[src/rtl/skf_pkg.sv]
// ----------------------------------------------------------------------------
// skf_pkg: shared definitions for the scalar kalman filter
// Default widths, register indexes, reset values and the command group
// that runs from the controller to the datapath.
// ----------------------------------------------------------------------------
package skf_pkg;

   // default formats: signed Q16.16 samples, unsigned Q1.16 gain
   localparam int DATA_WIDTH_DEF = 32;
   localparam int FRAC_BITS_DEF  = 16;

   // register index width of the configuration channel
   localparam int CSR_INDEX_WIDTH = 8;

   // register indexes
   localparam logic [CSR_INDEX_WIDTH-1:0] REG_PROCESS_NOISE = 8'd0;
   localparam logic [CSR_INDEX_WIDTH-1:0] REG_MEASURE_NOISE = 8'd1;

   // reset value of the process noise, about 0.001 in Q16.16
   localparam int PROCESS_NOISE_RESET = 66;

   // commands from the controller to the datapath
   typedef struct packed {
      logic load;      // capture the measurement
      logic predict;   // covariance prediction and innovation
      logic div_init;  // set up the gain division
      logic div_step;  // one quotient bit
      logic mul_init;  // fix the gain, clear the accumulators
      logic mul_step;  // one multiplier bit
      logic update;    // write back state and result
   } skf_cmd_type;

endpackage

[src/rtl/skf_ifs.sv]
// ----------------------------------------------------------------------------
// skf_ifs: channel interfaces of the scalar kalman filter
// Measurement, result and register write channels, each with valid/ready.
// ----------------------------------------------------------------------------

// measurement channel
interface skf_req_if #(
   parameter int DATA_WIDTH = skf_pkg::DATA_WIDTH_DEF
);
   logic                         valid;
   logic                         ready;
   logic signed [DATA_WIDTH-1:0] measurement;

   modport source (output valid, output measurement, input ready);
   modport sink   (input valid, input measurement, output ready);
endinterface

// result channel
interface skf_rsp_if #(
   parameter int DATA_WIDTH = skf_pkg::DATA_WIDTH_DEF,
   parameter int FRAC_BITS  = skf_pkg::FRAC_BITS_DEF
);
   logic                         valid;
   logic                         ready;
   logic signed [DATA_WIDTH-1:0] estimate;
   logic        [FRAC_BITS:0]    gain;

   modport source (output valid, output estimate, output gain, input ready);
   modport sink   (input valid, input estimate, input gain, output ready);
endinterface

// register write channel
interface skf_csr_if #(
   parameter int DATA_WIDTH = skf_pkg::DATA_WIDTH_DEF
);
   logic                                 valid;
   logic                                 ready;
   logic [skf_pkg::CSR_INDEX_WIDTH-1:0] index;
   logic [DATA_WIDTH-1:0]               data;

   modport source (output valid, output index, output data, input ready);
   modport sink   (input valid, input index, input data, output ready);
endinterface

[src/rtl/skf_ctrl.sv]
// ----------------------------------------------------------------------------
// skf_ctrl: sequencing controller of the scalar kalman filter
// Steps one measurement through prediction, gain division, the bit-serial
// multiplies and write-back, and owns the result valid flag.
// ----------------------------------------------------------------------------
module skf_ctrl #(
   parameter int FRAC_BITS = skf_pkg::FRAC_BITS_DEF
) (
   input  logic                 clock,
   input  logic                 reset,
   input  logic                 req_valid,
   output logic                 req_ready,
   output logic                 rsp_valid,
   input  logic                 rsp_ready,
   output skf_pkg::skf_cmd_type cmd
);
   import skf_pkg::*;

   localparam int CNT_W = $clog2(FRAC_BITS + 1);

   typedef enum logic [2:0] {
      ST_IDLE,
      ST_PREDICT,
      ST_DIV_INIT,
      ST_DIVIDE,
      ST_MUL_INIT,
      ST_MULTIPLY,
      ST_UPDATE
   } state_type;

   state_type        state_ff;
   logic [CNT_W-1:0] cnt_ff;
   logic             rsp_valid_ff;

   // commands decoded from the state
   assign req_ready    = (state_ff == ST_IDLE);
   assign cmd.load     = req_valid && (state_ff == ST_IDLE);
   assign cmd.predict  = (state_ff == ST_PREDICT);
   assign cmd.div_init = (state_ff == ST_DIV_INIT);
   assign cmd.div_step = (state_ff == ST_DIVIDE);
   assign cmd.mul_init = (state_ff == ST_MUL_INIT);
   assign cmd.mul_step = (state_ff == ST_MULTIPLY);
   assign cmd.update   = (state_ff == ST_UPDATE) && (!rsp_valid_ff || rsp_ready);
   assign rsp_valid    = rsp_valid_ff;

   // state, iteration count and result valid
   always_ff @(posedge clock) begin
      if (reset) begin
         state_ff     <= ST_IDLE;
         cnt_ff       <= '0;
         rsp_valid_ff <= 1'b0;
      end else begin
         if (rsp_valid_ff && rsp_ready) begin
            rsp_valid_ff <= 1'b0;
         end
         unique case (state_ff)
            ST_IDLE: begin
               if (req_valid) begin
                  state_ff <= ST_PREDICT;
               end
            end
            ST_PREDICT: begin
               state_ff <= ST_DIV_INIT;
            end
            ST_DIV_INIT: begin
               cnt_ff   <= CNT_W'(FRAC_BITS - 1);
               state_ff <= ST_DIVIDE;
            end
            ST_DIVIDE: begin
               cnt_ff <= cnt_ff - 1'b1;
               if (cnt_ff == '0) begin
                  state_ff <= ST_MUL_INIT;
               end
            end
            ST_MUL_INIT: begin
               cnt_ff   <= CNT_W'(FRAC_BITS);
               state_ff <= ST_MULTIPLY;
            end
            ST_MULTIPLY: begin
               cnt_ff <= cnt_ff - 1'b1;
               if (cnt_ff == '0) begin
                  state_ff <= ST_UPDATE;
               end
            end
            ST_UPDATE: begin
               // hold until the result register is free
               if (!rsp_valid_ff || rsp_ready) begin
                  rsp_valid_ff <= 1'b1;
                  state_ff     <= ST_IDLE;
               end
            end
            default: begin
               state_ff <= ST_IDLE;
            end
         endcase
      end
   end

   // at most one datapath command at a time
   a_cmd_onehot: assert property (@(posedge clock) disable iff (reset)
      $onehot0({cmd.load, cmd.predict, cmd.div_init, cmd.div_step,
                cmd.mul_init, cmd.mul_step, cmd.update}))
      else $error("skf_ctrl: overlapping datapath commands");

   // one transaction at a time: no new measurement right after one is taken
   a_single_item: assert property (@(posedge clock) disable iff (reset)
      (req_valid && req_ready) |=> !req_ready)
      else $error("skf_ctrl: measurement accepted while busy");

   // write-back never overwrites a result that is still waiting
   a_no_overwrite: assert property (@(posedge clock) disable iff (reset)
      cmd.update |-> (!rsp_valid_ff || rsp_ready))
      else $error("skf_ctrl: pending result overwritten");

   // a result is raised by a write-back only
   a_valid_source: assert property (@(posedge clock) disable iff (reset)
      $rose(rsp_valid_ff) |-> $past(cmd.update))
      else $error("skf_ctrl: result valid without write-back");

endmodule

[src/rtl/skf_datapath.sv]
// ----------------------------------------------------------------------------
// skf_datapath: arithmetic and state of the scalar kalman filter
// Holds the noise registers, estimate and covariance, a restoring divider
// for the gain and two shift-add multipliers for the updates.
// ----------------------------------------------------------------------------
module skf_datapath #(
   parameter int DATA_WIDTH = skf_pkg::DATA_WIDTH_DEF,
   parameter int FRAC_BITS  = skf_pkg::FRAC_BITS_DEF
) (
   input  logic                                 clock,
   input  logic                                 reset,
   input  skf_pkg::skf_cmd_type                 cmd,
   input  logic signed [DATA_WIDTH-1:0]         measurement,
   input  logic                                 csr_write,
   input  logic [skf_pkg::CSR_INDEX_WIDTH-1:0]  csr_index,
   input  logic [DATA_WIDTH-1:0]                csr_data,
   output logic signed [DATA_WIDTH-1:0]         estimate,
   output logic [FRAC_BITS:0]                   gain
);
   import skf_pkg::*;

   localparam int W     = DATA_WIDTH;
   localparam int F     = FRAC_BITS;
   localparam int ACC_W = DATA_WIDTH + FRAC_BITS + 1;

   localparam logic [F:0]       ONE     = {1'b1, {F{1'b0}}};
   localparam logic [ACC_W-1:0] HALF    = ACC_W'(1) << (F - 1);
   localparam logic [W-1:0]     Q_RESET = W'(PROCESS_NOISE_RESET);
   localparam logic [W-1:0]     R_RESET = W'(1) << F;

   // configuration and filter state
   logic [W-1:0] q_ff;
   logic [W-1:0] r_ff;
   logic [W-1:0] x_ff;
   logic [W-1:0] p_ff;

   // per-transaction working registers
   logic [W-1:0]     z_ff;
   logic [W-1:0]     pp_ff;
   logic [W:0]       mag_ff;
   logic             neg_ff;
   logic [W:0]       den_ff;
   logic             den_zero_ff;
   logic             full_ff;
   logic [W+1:0]     rem_ff;
   logic [F-1:0]     quo_ff;
   logic [F:0]       gain_k_ff;
   logic [F:0]       kbits_ff;
   logic [F:0]       ckbits_ff;
   logic [ACC_W-1:0] acc_d_ff;
   logic [ACC_W-1:0] acc_p_ff;
   logic [W-1:0]     est_out_ff;
   logic [F:0]       gain_out_ff;

   // next values
   logic [W:0]       sum_pq;
   logic [W-1:0]     pp_in;
   logic [W:0]       diff;
   logic [W:0]       mag_in;
   logic [W:0]       den_in;
   logic [W+1:0]     rem_sh;
   logic             rem_ge;
   logic [W+1:0]     rem_in;
   logic [F:0]       k_in;
   logic [ACC_W-1:0] acc_d_in;
   logic [ACC_W-1:0] acc_p_in;
   logic [ACC_W-1:0] rnd_d;
   logic [ACC_W-1:0] rnd_p;
   logic [W:0]       delta;
   logic [W+1:0]     xn_full;
   logic [W-1:0]     xn_in;
   logic [W-1:0]     p_in;

   // predicted covariance, saturated, and the innovation magnitude
   always_comb begin
      sum_pq = {1'b0, p_ff} + {1'b0, q_ff};
      pp_in  = sum_pq[W] ? {W{1'b1}} : sum_pq[W-1:0];
      diff   = {z_ff[W-1], z_ff} - {x_ff[W-1], x_ff};
      mag_in = diff[W] ? (~diff + 1'b1) : diff;
   end

   // gain denominator and one restoring division step
   always_comb begin
      den_in = {1'b0, pp_ff} + {1'b0, r_ff};
      rem_sh = {rem_ff[W:0], 1'b0};
      rem_ge = rem_sh >= {1'b0, den_ff};
      rem_in = rem_ge ? (rem_sh - {1'b0, den_ff}) : rem_sh;
   end

   // final gain with the zero-denominator and unit-gain cases
   always_comb begin
      priority if (den_zero_ff) begin
         k_in = '0;
      end else if (full_ff) begin
         k_in = ONE;
      end else begin
         k_in = {1'b0, quo_ff};
      end
   end

   // msb-first shift-add for gain*|z-x| and (one-gain)*pp
   always_comb begin
      acc_d_in = {acc_d_ff[ACC_W-2:0], 1'b0}
               + (kbits_ff[F] ? {{F{1'b0}}, mag_ff} : '0);
      acc_p_in = {acc_p_ff[ACC_W-2:0], 1'b0}
               + (ckbits_ff[F] ? {{(F+1){1'b0}}, pp_ff} : '0);
   end

   // rounding and write-back values
   always_comb begin
      rnd_d   = acc_d_ff + HALF;
      rnd_p   = acc_p_ff + HALF;
      delta   = rnd_d[F +: W+1];
      xn_full = neg_ff ? ({{2{x_ff[W-1]}}, x_ff} - {1'b0, delta})
                       : ({{2{x_ff[W-1]}}, x_ff} + {1'b0, delta});
      xn_in   = xn_full[W-1:0];
      p_in    = rnd_p[F +: W];
   end

   // noise registers and filter state
   always_ff @(posedge clock) begin
      if (reset) begin
         q_ff <= Q_RESET;
         r_ff <= R_RESET;
         x_ff <= '0;
         p_ff <= '0;
      end else begin
         if (csr_write && (csr_index == REG_PROCESS_NOISE)) begin
            q_ff <= csr_data;
         end
         if (csr_write && (csr_index == REG_MEASURE_NOISE)) begin
            r_ff <= csr_data;
         end
         if (cmd.update) begin
            x_ff <= xn_in;
            p_ff <= p_in;
         end
      end
   end

   // working registers and result register
   always_ff @(posedge clock) begin
      if (cmd.load) begin
         z_ff <= measurement;
      end
      if (cmd.predict) begin
         pp_ff  <= pp_in;
         mag_ff <= mag_in;
         neg_ff <= diff[W];
      end
      if (cmd.div_init) begin
         den_ff      <= den_in;
         den_zero_ff <= (den_in == '0);
         full_ff     <= ({1'b0, pp_ff} >= den_in);
         rem_ff      <= {2'b00, pp_ff};
         quo_ff      <= '0;
      end
      if (cmd.div_step) begin
         rem_ff <= rem_in;
         quo_ff <= {quo_ff[F-2:0], rem_ge};
      end
      if (cmd.mul_init) begin
         gain_k_ff <= k_in;
         kbits_ff  <= k_in;
         ckbits_ff <= ONE - k_in;
         acc_d_ff  <= '0;
         acc_p_ff  <= '0;
      end
      if (cmd.mul_step) begin
         acc_d_ff  <= acc_d_in;
         acc_p_ff  <= acc_p_in;
         kbits_ff  <= {kbits_ff[F-1:0], 1'b0};
         ckbits_ff <= {ckbits_ff[F-1:0], 1'b0};
      end
      if (cmd.update) begin
         est_out_ff  <= xn_in;
         gain_out_ff <= gain_k_ff;
      end
   end

   assign estimate = est_out_ff;
   assign gain     = gain_out_ff;

   // the gain never exceeds one
   a_gain_range: assert property (@(posedge clock) disable iff (reset)
      cmd.mul_init |=> (gain_k_ff <= ONE))
      else $error("skf_datapath: gain above one");

   // the updated covariance never exceeds the prediction
   a_cov_shrinks: assert property (@(posedge clock) disable iff (reset)
      cmd.update |=> (p_ff <= $past(pp_ff)))
      else $error("skf_datapath: covariance grew in update");

endmodule

[src/rtl/scalar_kalman_filter.sv]
// ----------------------------------------------------------------------------
// scalar_kalman_filter: one-dimensional kalman filter, A = 1 and H = 1
// Filters signed fixed-point measurements and returns estimate and gain.
// ----------------------------------------------------------------------------
// One measurement is processed at a time. After acceptance it passes
// through prediction, gain division, the multiplies and write-back, and a
// new measurement is taken only once the controller is idle again. The
// gain comes from a restoring divider that forms one quotient bit a cycle
// (FRAC_BITS bits, 16 at the default Q16.16 format), and shift-add
// multipliers for the estimate and covariance updates take one gain bit a
// cycle (FRAC_BITS+1 bits). A finished result waits in an output register,
// and the next measurement is taken meanwhile; write-back stalls only if
// a result is still pending when the next one is ready. Noise registers
// are written through the csr channel, which is always ready; writes to
// unknown indexes are dropped. Writes are meant for when the filter is
// idle.
module scalar_kalman_filter #(
   parameter int DATA_WIDTH = skf_pkg::DATA_WIDTH_DEF,
   parameter int FRAC_BITS  = skf_pkg::FRAC_BITS_DEF
) (
   input  logic         clock,
   input  logic         reset,
   skf_req_if.sink      req_chan,
   skf_rsp_if.source    rsp_chan,
   skf_csr_if.sink      csr_chan
);
   import skf_pkg::*;

   skf_cmd_type cmd;

   // register writes are always taken
   assign csr_chan.ready = 1'b1;

   // sequencing
   skf_ctrl #(
      .FRAC_BITS (FRAC_BITS)
   ) u_ctrl (
      .clock     (clock),
      .reset     (reset),
      .req_valid (req_chan.valid),
      .req_ready (req_chan.ready),
      .rsp_valid (rsp_chan.valid),
      .rsp_ready (rsp_chan.ready),
      .cmd       (cmd)
   );

   // arithmetic and state
   skf_datapath #(
      .DATA_WIDTH (DATA_WIDTH),
      .FRAC_BITS  (FRAC_BITS)
   ) u_datapath (
      .clock       (clock),
      .reset       (reset),
      .cmd         (cmd),
      .measurement (req_chan.measurement),
      .csr_write   (csr_chan.valid),
      .csr_index   (csr_chan.index),
      .csr_data    (csr_chan.data),
      .estimate    (rsp_chan.estimate),
      .gain        (rsp_chan.gain)
   );

endmodule
[src/flat_wrapper.sv]
// flat-port wrapper written by rule: the top's interface ports become plain ports
module scalar_kalman_filter_flat import skf_pkg::*;
#(
   parameter int DATA_WIDTH = skf_pkg::DATA_WIDTH_DEF,
   parameter int FRAC_BITS  = skf_pkg::FRAC_BITS_DEF
)
  (clock, reset, req_chan_valid, req_chan_measurement, req_chan_ready, rsp_chan_valid, rsp_chan_estimate, rsp_chan_gain, rsp_chan_ready, csr_chan_valid, csr_chan_index, csr_chan_data, csr_chan_ready);
  skf_req_if #(.DATA_WIDTH(DATA_WIDTH)) req_chan_i ();
  skf_rsp_if #(.DATA_WIDTH(DATA_WIDTH), .FRAC_BITS(FRAC_BITS)) rsp_chan_i ();
  skf_csr_if #(.DATA_WIDTH(DATA_WIDTH)) csr_chan_i ();
  input  logic clock;
  input  logic reset;
  input wire logic [$bits(req_chan_i.valid)-1:0] req_chan_valid;
  input wire logic [$bits(req_chan_i.measurement)-1:0] req_chan_measurement;
  output wire logic [$bits(req_chan_i.ready)-1:0] req_chan_ready;
  output wire logic [$bits(rsp_chan_i.valid)-1:0] rsp_chan_valid;
  output wire logic [$bits(rsp_chan_i.estimate)-1:0] rsp_chan_estimate;
  output wire logic [$bits(rsp_chan_i.gain)-1:0] rsp_chan_gain;
  input wire logic [$bits(rsp_chan_i.ready)-1:0] rsp_chan_ready;
  input wire logic [$bits(csr_chan_i.valid)-1:0] csr_chan_valid;
  input wire logic [$bits(csr_chan_i.index)-1:0] csr_chan_index;
  input wire logic [$bits(csr_chan_i.data)-1:0] csr_chan_data;
  output wire logic [$bits(csr_chan_i.ready)-1:0] csr_chan_ready;
  assign req_chan_i.valid = req_chan_valid;
  assign req_chan_i.measurement = req_chan_measurement;
  assign req_chan_ready = req_chan_i.ready;
  assign rsp_chan_valid = rsp_chan_i.valid;
  assign rsp_chan_estimate = rsp_chan_i.estimate;
  assign rsp_chan_gain = rsp_chan_i.gain;
  assign rsp_chan_i.ready = rsp_chan_ready;
  assign csr_chan_i.valid = csr_chan_valid;
  assign csr_chan_i.index = csr_chan_index;
  assign csr_chan_i.data = csr_chan_data;
  assign csr_chan_ready = csr_chan_i.ready;
  scalar_kalman_filter #(.DATA_WIDTH(DATA_WIDTH), .FRAC_BITS(FRAC_BITS)) u_core (.clock(clock), .reset(reset), .req_chan(req_chan_i), .rsp_chan(rsp_chan_i), .csr_chan(csr_chan_i));
endmodule
[config.mk]
export PLATFORM = sky130hd
export DESIGN_NAME = scalar_kalman_filter_flat
export DESIGN_NICKNAME = d
export VERILOG_FILES = /design/src/rtl/skf_pkg.sv /design/src/rtl/skf_ifs.sv /design/src/rtl/skf_ctrl.sv /design/src/rtl/skf_datapath.sv /design/src/rtl/scalar_kalman_filter.sv /design/src/flat_wrapper.sv
export SDC_FILE = /design/constraint.sdc
export NUM_CORES = 1
export LEC_CHECK = 0
export BUFFER_PORTS_ARGS = -buffer_cell sky130_fd_sc_hd__buf_4
export CORE_ASPECT_RATIO = 2
export CORE_MARGIN = 10
export CORE_UTILIZATION = 35
export CTS_CLUSTER_DIAMETER = 120
export DETAILED_ROUTE_END_ITERATION = 10
export PLACE_DENSITY = 0.54
export SYNTH_ARGS = -nofsm -noshare
export SYNTH_HDL_FRONTEND = slang
export SYNTH_SLANG_ARGS = --single-unit
[constraint.sdc]
create_clock -name clock -period 9.5 [get_ports clock]
set_input_delay 0.475 -clock clock [delete_from_list [all_inputs] [get_ports clock]]
set_output_delay 0.475 -clock clock [all_outputs]
set_load 0.01 [all_outputs]
-- After elaboration in Yosys (flattened, before gate mapping)
Index checks and enable logic that the tools add are counted.
- $add $sub $neg: 13
- multiplexer cells: 27
- $lt $le $gt $ge: 2
- bitwise logic cells: 1
- reduce and logical (&&, ||, !) cells: 16
- equality and inequality tests: 11
- operators by type and width (operator ; number):
    $mux W48 ; 3
    $mux W33 ; 4
    $mux W17 ; 6
    $add A48 B16 Y48 const B ; 2
    $mux W32 ; 3
    $add A32 B32 Y33 ; 2
    $add A48 B32 Y48 ; 1
    $add A48 B33 Y48 ; 1
    $ge A34 B33 Y1 ; 1
    $add A33 B1 Y33 const B ; 1
    $ge A32 B33 Y1 ; 1
    $logic_not A33 Y1 ; 1
    $not A33 Y33 ; 1
    $sub A32 B32 Y33 ; 1
    $sub A33 B33 Y33 ; 1
    $add A32 B32 Y32 ; 1
    $mux W16 ; 2
    $sub A32 B32 Y32 ; 1
    $pmux W3 S7 ; 1
    $sub A17 B17 Y17 const A ; 1
    $pmux W5 S3 ; 1
    $mux W3 ; 4
    $eq A3 B3 Y1 const B ; 3
    $eq A8 B1 Y1 const B ; 1
    16 further kinds ; 26
- logic and storage cells: 96
- flip-flop bits (word level): 515
- output and inout port bits: 52
- input port bits: 77

-- Depth between registers and ports, before layout
Gate-level depths: netlist (run 1).
- depth in word-level cells: 5
- depth in mapped cells: 27
- mapped depth without buffers: 26

-- Modules after synthesis
Synthesis (run 1) repeated with hierarchy kept, for this count alone.
- cells, all modules: 3737
- area, all modules: 34738.3 µm²
- modules (own cells, without submodules) (module ; area each (µm²) ; cells each ; times used ; seq. area each (µm²)):
    skf_datapath ; 34091.4 ; 3657 ; 1 ; 13873.3
    skf_ctrl ; 635.6 ; 78 ; 1 ; 180.2
    scalar_kalman_filter ; 11.3 ; 2 ; 1 ; 0.0

-- Worst setup path before layout (run 1)
No wires, ideal clock.
- path type: flip-flop to flip-flop
- start point: reg u_core.u_ctrl.state_ff[2]
- end point: reg u_core.u_datapath.acc_d_ff[0], enable pin
- path slack: 2278 ps
- stages on the path, launching flop included: 4
- arrival time: 6592 ps
- data required time: 8869 ps
- cell sequence: dfxtp_1 clkbuf_1 clkbuf_1 nor2b_1
- longest elaborated chain between the ends: 2
- elaborated cells between the ends (all ways): 3
- those cells by class: eq/ne: 2; reduce/logical: 1
- RTL lines (item ; RTL line ; source):
    from (decl) ; skf_ctrl.sv:31 ; state_type state_ff;
    from (signal assigned) ; skf_ctrl.sv:49 ; state_ff <= ST_IDLE;
    from (signal assigned) ; skf_ctrl.sv:59 ; state_ff <= ST_PREDICT;
    from (signal assigned) ; skf_ctrl.sv:63 ; state_ff <= ST_DIV_INIT;
    $eq A3 B3 Y1, on equally long branches ; skf_ctrl.sv:42, skf_ctrl.sv:41 ;
    $reduce_bool A2 Y1 (no source line) * ; -- ;
    to (signal assigned) ; skf_datapath.sv:170 ; acc_d_ff <= acc_d_in;
    to (decl) ; skf_datapath.sv:50 ; logic [ACC_W-1:0] acc_d_ff;
Mark *: on every way between the ends. The rest lies on a longest branch, timed or not.
A chain may end at the register's enable or synchronous reset.

-- Worst setup path in the final report (run 1)
- start point: reg u_core.u_datapath.acc_d_ff[15]
- end point: reg u_core.u_datapath.est_out_ff[29], in the netlist u_core.u_datapath.estimate[29], data pin
- longest elaborated chain between the ends: 3
- elaborated cells between the ends (all ways): 4
- those cells by class: add/sub: 3; mux: 1
- RTL lines (item ; RTL line ; source):
    $add A48 B16 Y48 * ; skf_datapath.sv:111 ; rnd_d = acc_d_ff + HALF;
    $add A32 B32 Y32 or $sub A32 B32 Y32 (tied branches) ; skf_datapath.sv:115, skf_datapath.sv:114 ;
    $mux W32 * ; skf_datapath.sv:114 ; xn_full = neg_ff ? ({{2{x_ff[W-1]}}, x_ff} - {1'b0, delta})
    named net u_core.u_datapath.xn_full[29] ; skf_datapath.sv:70 ; logic [W+1:0] xn_full;
    to (signal assigned) ; skf_datapath.sv:176 ; est_out_ff <= xn_in;
    to (decl) ; skf_datapath.sv:52 ; logic [W-1:0] est_out_ff;
Mark *: on every way through the listed nets, which the timed path passes. The rest lies on a longest branch.

==> run metrics, run 1 <==
RSZ-0062 raised after global routing no; Max FO, Critical Path 8; Yosys top cell by area edfxtp_1; Worst VDD drop 0.150 mV; post-CTS sizing 0; postcts setup bufs 0; drt initial violations 1,344; sw frac 30.6%; pwr dens 162 nW/um2; first drt pass iteration count 5; sequential fraction of the synthesis area 41.5%; Hold Vio Cnt, Final 0; Mapped Cells 3,668; Reg clk slew, reported paths 70 ps; synthesized cell area 33,800 um2; dominant cells by area after synthesis edfxtp_1 (33%), ha_1 (9.7%), dfxtp_1 (8.2%); TritonCTS Sinks 514; CTS tree yes; Core Region 96,100 um2; clk_skew 22.8 ps; Congestion Overflow GR 0; Nets 4,107; Max Cap Viol 0; vias in the first global route 27,400; Finish-stage setup viols 0; synth-to-layout area growth 12.2%; # IOs 129; nature of the critical path endpoint register; layout cell share with drive strength beyond 1 7.21%; Post-Layout Cell Count 5,025; Die Y 460 um; post-DP HPWL 78.4 mm; f_max 169 MHz; overall routed net length 100 mm; fin crit share 62.2%; Placer Congestion 0.906; top-count cell post-synth nand2_1; switching power 1.88 mW; FFs w/ async S/R, synth 0%; GRT Total Usage 17.9%; CP required 9880 ps; syn nets 4,014; Min-Delay Path Class input port to register; syn avg cell area 9.22 um2; clock share of power 33.4%; Internal 4.26 mW; WP data arrival 6290 ps; first-pass GRT wire length 153 mm; via/cell ratio 5.32; Synth Warn # 0; full die area 110,000 um2; H-Tree Depth 2; initial antenna violation count 1; Initial Util 35.2%; Yosys reg bits 514; Synth top cells by count nand2_1 (435), edfxtp_1 (376), a21oi_1 (300); hold buffers post-CTS 32; DRC errors left 0; sequential share of power 43.7%; critical path class register to register; Layout Utilization 39.5%; CP startpoint kind register; WL per Instance 19.9 um; number of port buffers 127; top-area cell type share of the netlist area 33.4%; antenna-violating nets left 0; Pwr Total 6.13 mW; EDFF count, synth 376; placement row count 161; Max Slew Vio Count 0; distinct cell type count after synthesis 84; total CTS buffers 50; Fin Setup TNS 0 ps; worst-skew pair later-pin latency 650 ps; largest net degree at the start of global routing 79; Placed Cells 4,899; Synth Flop Type edfxtp_1; status complete, no violations; Die Wd 240 um; Static Leak 15.2 nW; Via Count 26,800; Max Buffers Root-to-Sink 3; Comb power frac 22.9%; Worst slew margin 24.1%; post-layout min period 5910 ps; root cell of the clock tree clkbuf_16; Worst-Margin Slew 1130 ps
==> cell type report <==
class / instances / area (um2)
inverter: 189 / 714
timing repair buffer: 183 / 1450
multi-input combinational: 2823 / 18600
tap: 1222 / 1530
antenna: 1 / 2.50
fill: 9594 / 58100
clock buffer: 64 / 1330
clock inverter: 29 / 279
sequential: 514 / 14100
==> power by group through the flow <==
stage	combinational [mW]	sequential, mW	clock [mW]
after CTS	1.41	2.68	2.12
after global routing	1.56	2.69	2.19
after floorplan	1.04	2.69	0
after detailed placement	1.39	2.73	0
after global placement	1.39	2.73	0
final	1.40	2.68	2.05
==> cell usage in the layout (no fill, tap or decap), types with 9 or more instances in the layout <==
cell type,count
nor3_1,61
inv_1,187
clkbuf_16,50
nand4_1,39
o21a_1,40
xnor2_1,189
nor4_1,26
a21oi_1,300
o21bai_1,27
clkinv_1,9
or3_1,27
and4_1,11
o21ai_0,193
nand2b_1,50
o22ai_1,12
dfxtp_1,138
nor2b_1,41
a31o_2,13
a31oi_1,32
clkbuf_1,11
or2_2,11
nand3_1,80
and3_1,54
ha_1,262
and2_1,93
mux2i_1,31
edfxtp_1,376
buf_4,151
nand2_1,432
a211oi_1,62
dlygate4sd3_1,32
nor2_1,286
a22o_1,22
a21o_1,124
o31ai_1,16
xor2_1,143
==> cell families after synthesis <==
family	share of synthesized area, %
other	0.0111
buffers and inverters	3.69
multiplexers	0.917
XOR/XNOR	8.60
flip-flops	41.5
adder cells (fa/ha/maj)	10.1
AND/OR/NAND/NOR	17.8
AO/OA/AOI/OAI	17.3
==> per-layer routing <==
| layer | wire, um | up-vias | GRT usage, % | part of all wire, % |
|---|---|---|---|---|
| met5 | 0 | - | 0 | 0 |
| met4 | 5520 | 0 | 9.60 | 5.5 |
| met3 | 2800 | 182 | 1.92 | 2.8 |
| met2 | 57000 | 484 | 36.5 | 57 |
| met1 | 34900 | 12700 | 16.7 | 35 |
| li1 | - | 13300 | - | - |
==> per-stage QoR <==
step	hold slack, ps	worst slack, ps	area, um2
floorplan	400	2280	33800
CTS	30.0	3630	37900
detailed placement	405	3680	36000
finish	75.1	3590	37900
global route	60.6	3040	37900
global placement	405	3710	36000
==> sequential cells by signal, indices dropped and copies added (netlist names), 33 cells and up <==
signal                      flops
u_core.u_datapath.den_ff       33
u_core.u_datapath.acc_d_ff     48
u_core.u_datapath.rem_ff       33
u_core.u_datapath.mag_ff       33
u_core.u_datapath.acc_p_ff     48
==> worst max-delay path, stage by stage, from the launching register on <==
cell	delay [ps]
edfxtp_1	460
ha_1	260
and2_1	320
nand3_1	310
nor2_1	400
and3_1	210
o21ai_0	120
nor2_1	110
a31oi_1	70
nor3_1	570
a21oi_1	180
xor2_1	180
ha_1	310
and3_1	200
and3_1	200
nand2b_1	70
and3_1	150
nand2_1	80
nor4_1	310
o31ai_1	190
a2111oi_0	620
nor2_1	160
xor2_1	170
==> path summary, 6_finish.rpt <==
path                                    from                             end  slack, ps  depth (start not counted)
min reg2reg  u_core.u_datapath.gain_k_ff[10]      u_core.u_datapath.gain[10]        420                          0
max reg2reg   u_core.u_datapath.acc_d_ff[15]  u_core.u_datapath.estimate[29]       3590                         22
min                        csr_chan_data[16]      u_core.u_datapath.r_ff[16]         80                          3
max           u_core.u_datapath.acc_d_ff[15]  u_core.u_datapath.estimate[29]       3590                         22
No activity file was read; power rests on OpenSTA's default activity.
==> run 2: changes to the inputs <==
- clock period: 9.5 -> 5.9 ns (I/O delays scaled with it)
==> run metrics, run 2 (synthesized netlist as in run 1, its figures left out) <==
Worst VDD drop 0.230 mV (+53%); Max Buffers Root-to-Sink 3 (unchanged); Hold Vio Cnt, Final 0 (unchanged); root cell of the clock tree clkbuf_16; overall routed net length 99.8 mm (-0.37%); DRC errors left 0 (unchanged); synth-to-layout area growth 14.1%; post-DP HPWL 78.3 mm (-0.13%); Nets 4,162 (+1.3%); Die Wd 240 um (unchanged); Placer Congestion 0.891 (-1.6%); Via Count 27,000 (+0.89%); post-layout min period 5430 ps (-484 ps); vias in the first global route 27,900 (+1.7%); critical path class register to register; total CTS buffers 51 (+2.0%); full die area 110,000 um2 (unchanged); initial antenna violation count 1 (unchanged); clk_skew 20.2 ps (-2.59 ps); commonest cells after routing, fill and taps aside nand2_1 (432), edfxtp_1 (376), a21oi_1 (300), nor2_1 (286), ha_1 (262); first drt pass iteration count 5 (unchanged); GRT Total Usage 17.9% (+0.032 points); Initial Util 35.2% (unchanged); status complete, no violations; RSZ-0062 raised after global routing no; via/cell ratio 5.31 (-0.21%); CTS tree yes; fin crit share 92.0% (+30 points); Die Y 460 um (unchanged); worst-skew pair later-pin latency 630 ps (-20 ps); Fin Setup TNS 0 ps (unchanged); Reg clk slew, reported paths 70 ps (about the same); Regs by FF count u_core.u_datapath.acc_d_ff (48), u_core.u_datapath.acc_p_ff (48); placement row count 161 (unchanged); Worst-Margin Slew 1180 ps (+52.5 ps); largest net degree at the start of global routing 80 (+1.3%); Filler Cell Count 9,548 (-0.48%); drt initial violations 1,189 (-12%); pwr dens 261 nW/um2 (+61%); commonest non-fill, non-tap cell in the layout nand2_1; Max Cap Viol 0 (unchanged); TritonCTS Sinks 514 (unchanged); CP required 6270 ps (-3610 ps); CP startpoint kind register; Static Leak 15.5 nW (+2.1%); number of port buffers 127 (unchanged); postcts setup bufs 0 (unchanged); WL per Instance 19.7 um (-1.5%); first-pass GRT wire length 155 mm (+1.1%); antenna-violating nets left 0 (unchanged); Min-Delay Path Class input port to register; DP Area 36,200 um2 (+0.54%); WP data arrival 5800 ps (-490 ps); Finish-stage setup viols 0 (unchanged); H-Tree Depth 2 (unchanged); f_max 184 MHz (+8.9%); nature of the critical path endpoint register; Worst slew margin 20.6% (-3.5 points); Core Region 96,100 um2 (unchanged); Congestion Overflow GR 0 (unchanged); layout cell share with drive strength beyond 1 7.86% (+0.65 points); Max FO, Critical Path 8 (unchanged); Max Slew Vio Count 0 (unchanged); cell area after layout 38,600 um2 (+1.7%); # IOs 129 (unchanged)
-- run 2: changes by cell type in the layout (fill, tap and decap cells not counted), moves of 2 or more --
cell	before	now
clkinv_1	9	7
clkbuf_16	50	53
buf_12	0	3
dlygate4sd3_1	32	65
buf_4	151	169
clkbuf_8	3	6
clkbuf_1	11	8
-- run 2: final cells by class --
cell class / count / area (um2) / area share, %
Timing Repair Buffer: 237 / 1980 / 5.13
Multi-Input combinational cell: 2823 / 18600 / 48.2
Clock inverter: 27 / 274 / 0.710
Sequential cell: 514 / 14100 / 36.4
Tap cell: 1222 / 1530 / 3.96
Clock buffer: 67 / 1440 / 3.73
Antenna cell: 1 / 2.50 / 0.00649
Inverter: 189 / 714 / 1.85
-- run 2: path summary, 6_finish.rpt --
path | start | to | slack, ps | depth (start not counted)
setup / recovery | u_core.u_datapath.acc_d_ff[15] | u_core.u_datapath.estimate[29] | 470 | 24
hold / removal | req_chan_valid | u_core.u_ctrl.state_ff[0] | 140 | 3
hold reg to reg | u_core.u_datapath.gain_k_ff[11] | u_core.u_datapath.gain[11] | 420 | 0
setup reg to reg | u_core.u_datapath.acc_d_ff[15] | u_core.u_datapath.estimate[29] | 470 | 24
-- run 2: worst max-delay path: stages (launching register included) --
cell,delay (ps)
edfxtp_1,450
ha_1,260
and2_1,330
and3_1,340
nand3_1,100
o21a_1,120
o32ai_1,270
nor2b_1,320
nand2b_1,160
o21a_1,190
a221oi_1,230
a31oi_1,80
xnor2_1,160
ha_1,300
a21o_1,190
a21oi_1,130
o21bai_1,80
nand2_1,60
and3_1,140
nand2_1,130
nor4_2,240
o31ai_1,180
a2111oi_2,420
nor2_1,120
xor2_1,150
-- run 2: what timing repair did --
action / in CTS / in global routing
hold buffers: 65 / 0
hold endpoints to repair: 102 / 0
gates resized for setup: 0 / 4
setup endpoints to repair: 0 / 3
-- run 2: power breakdown --
group / switching, mW / leakage [nW] / internal [mW] / total, mW
clock network: 1.51 / 0.838 / 1.94 / 3.45
logic: 1.38 / 10.0 / 0.926 / 2.30
registers: 0.141 / 4.67 / 4.16 / 4.31
-- run 2: per-layer routing --
layer	share of wire [%]	GRT usage [%]	vias to the layer above
met5	0	0	-
met4	6.1	10.2	0
met3	2.6	1.90	218
met2	56	36.1	489
met1	35	16.9	12800
li1	-	-	13500
-- run 2: per-stage QoR --
stage | utilization (%) | instances | power [mW] | worst slack, ps | hold slack (ps)
2_1_floorplan | - | 3668 | 6.00 | 847 | 394
3_3_place_gp | 37.7 | 4920 | 6.65 | 298 | 405
3_5_place_dp | 37.7 | 4920 | 6.66 | 247 | 406
4_1_cts | 40.1 | 5079 | 10.2 | 217 | 101
5_1_grt | 40.2 | 5080 | 10.6 | 28.2 | 144
6_report | 40.2 | 5080 | 10.1 | 473 | 141
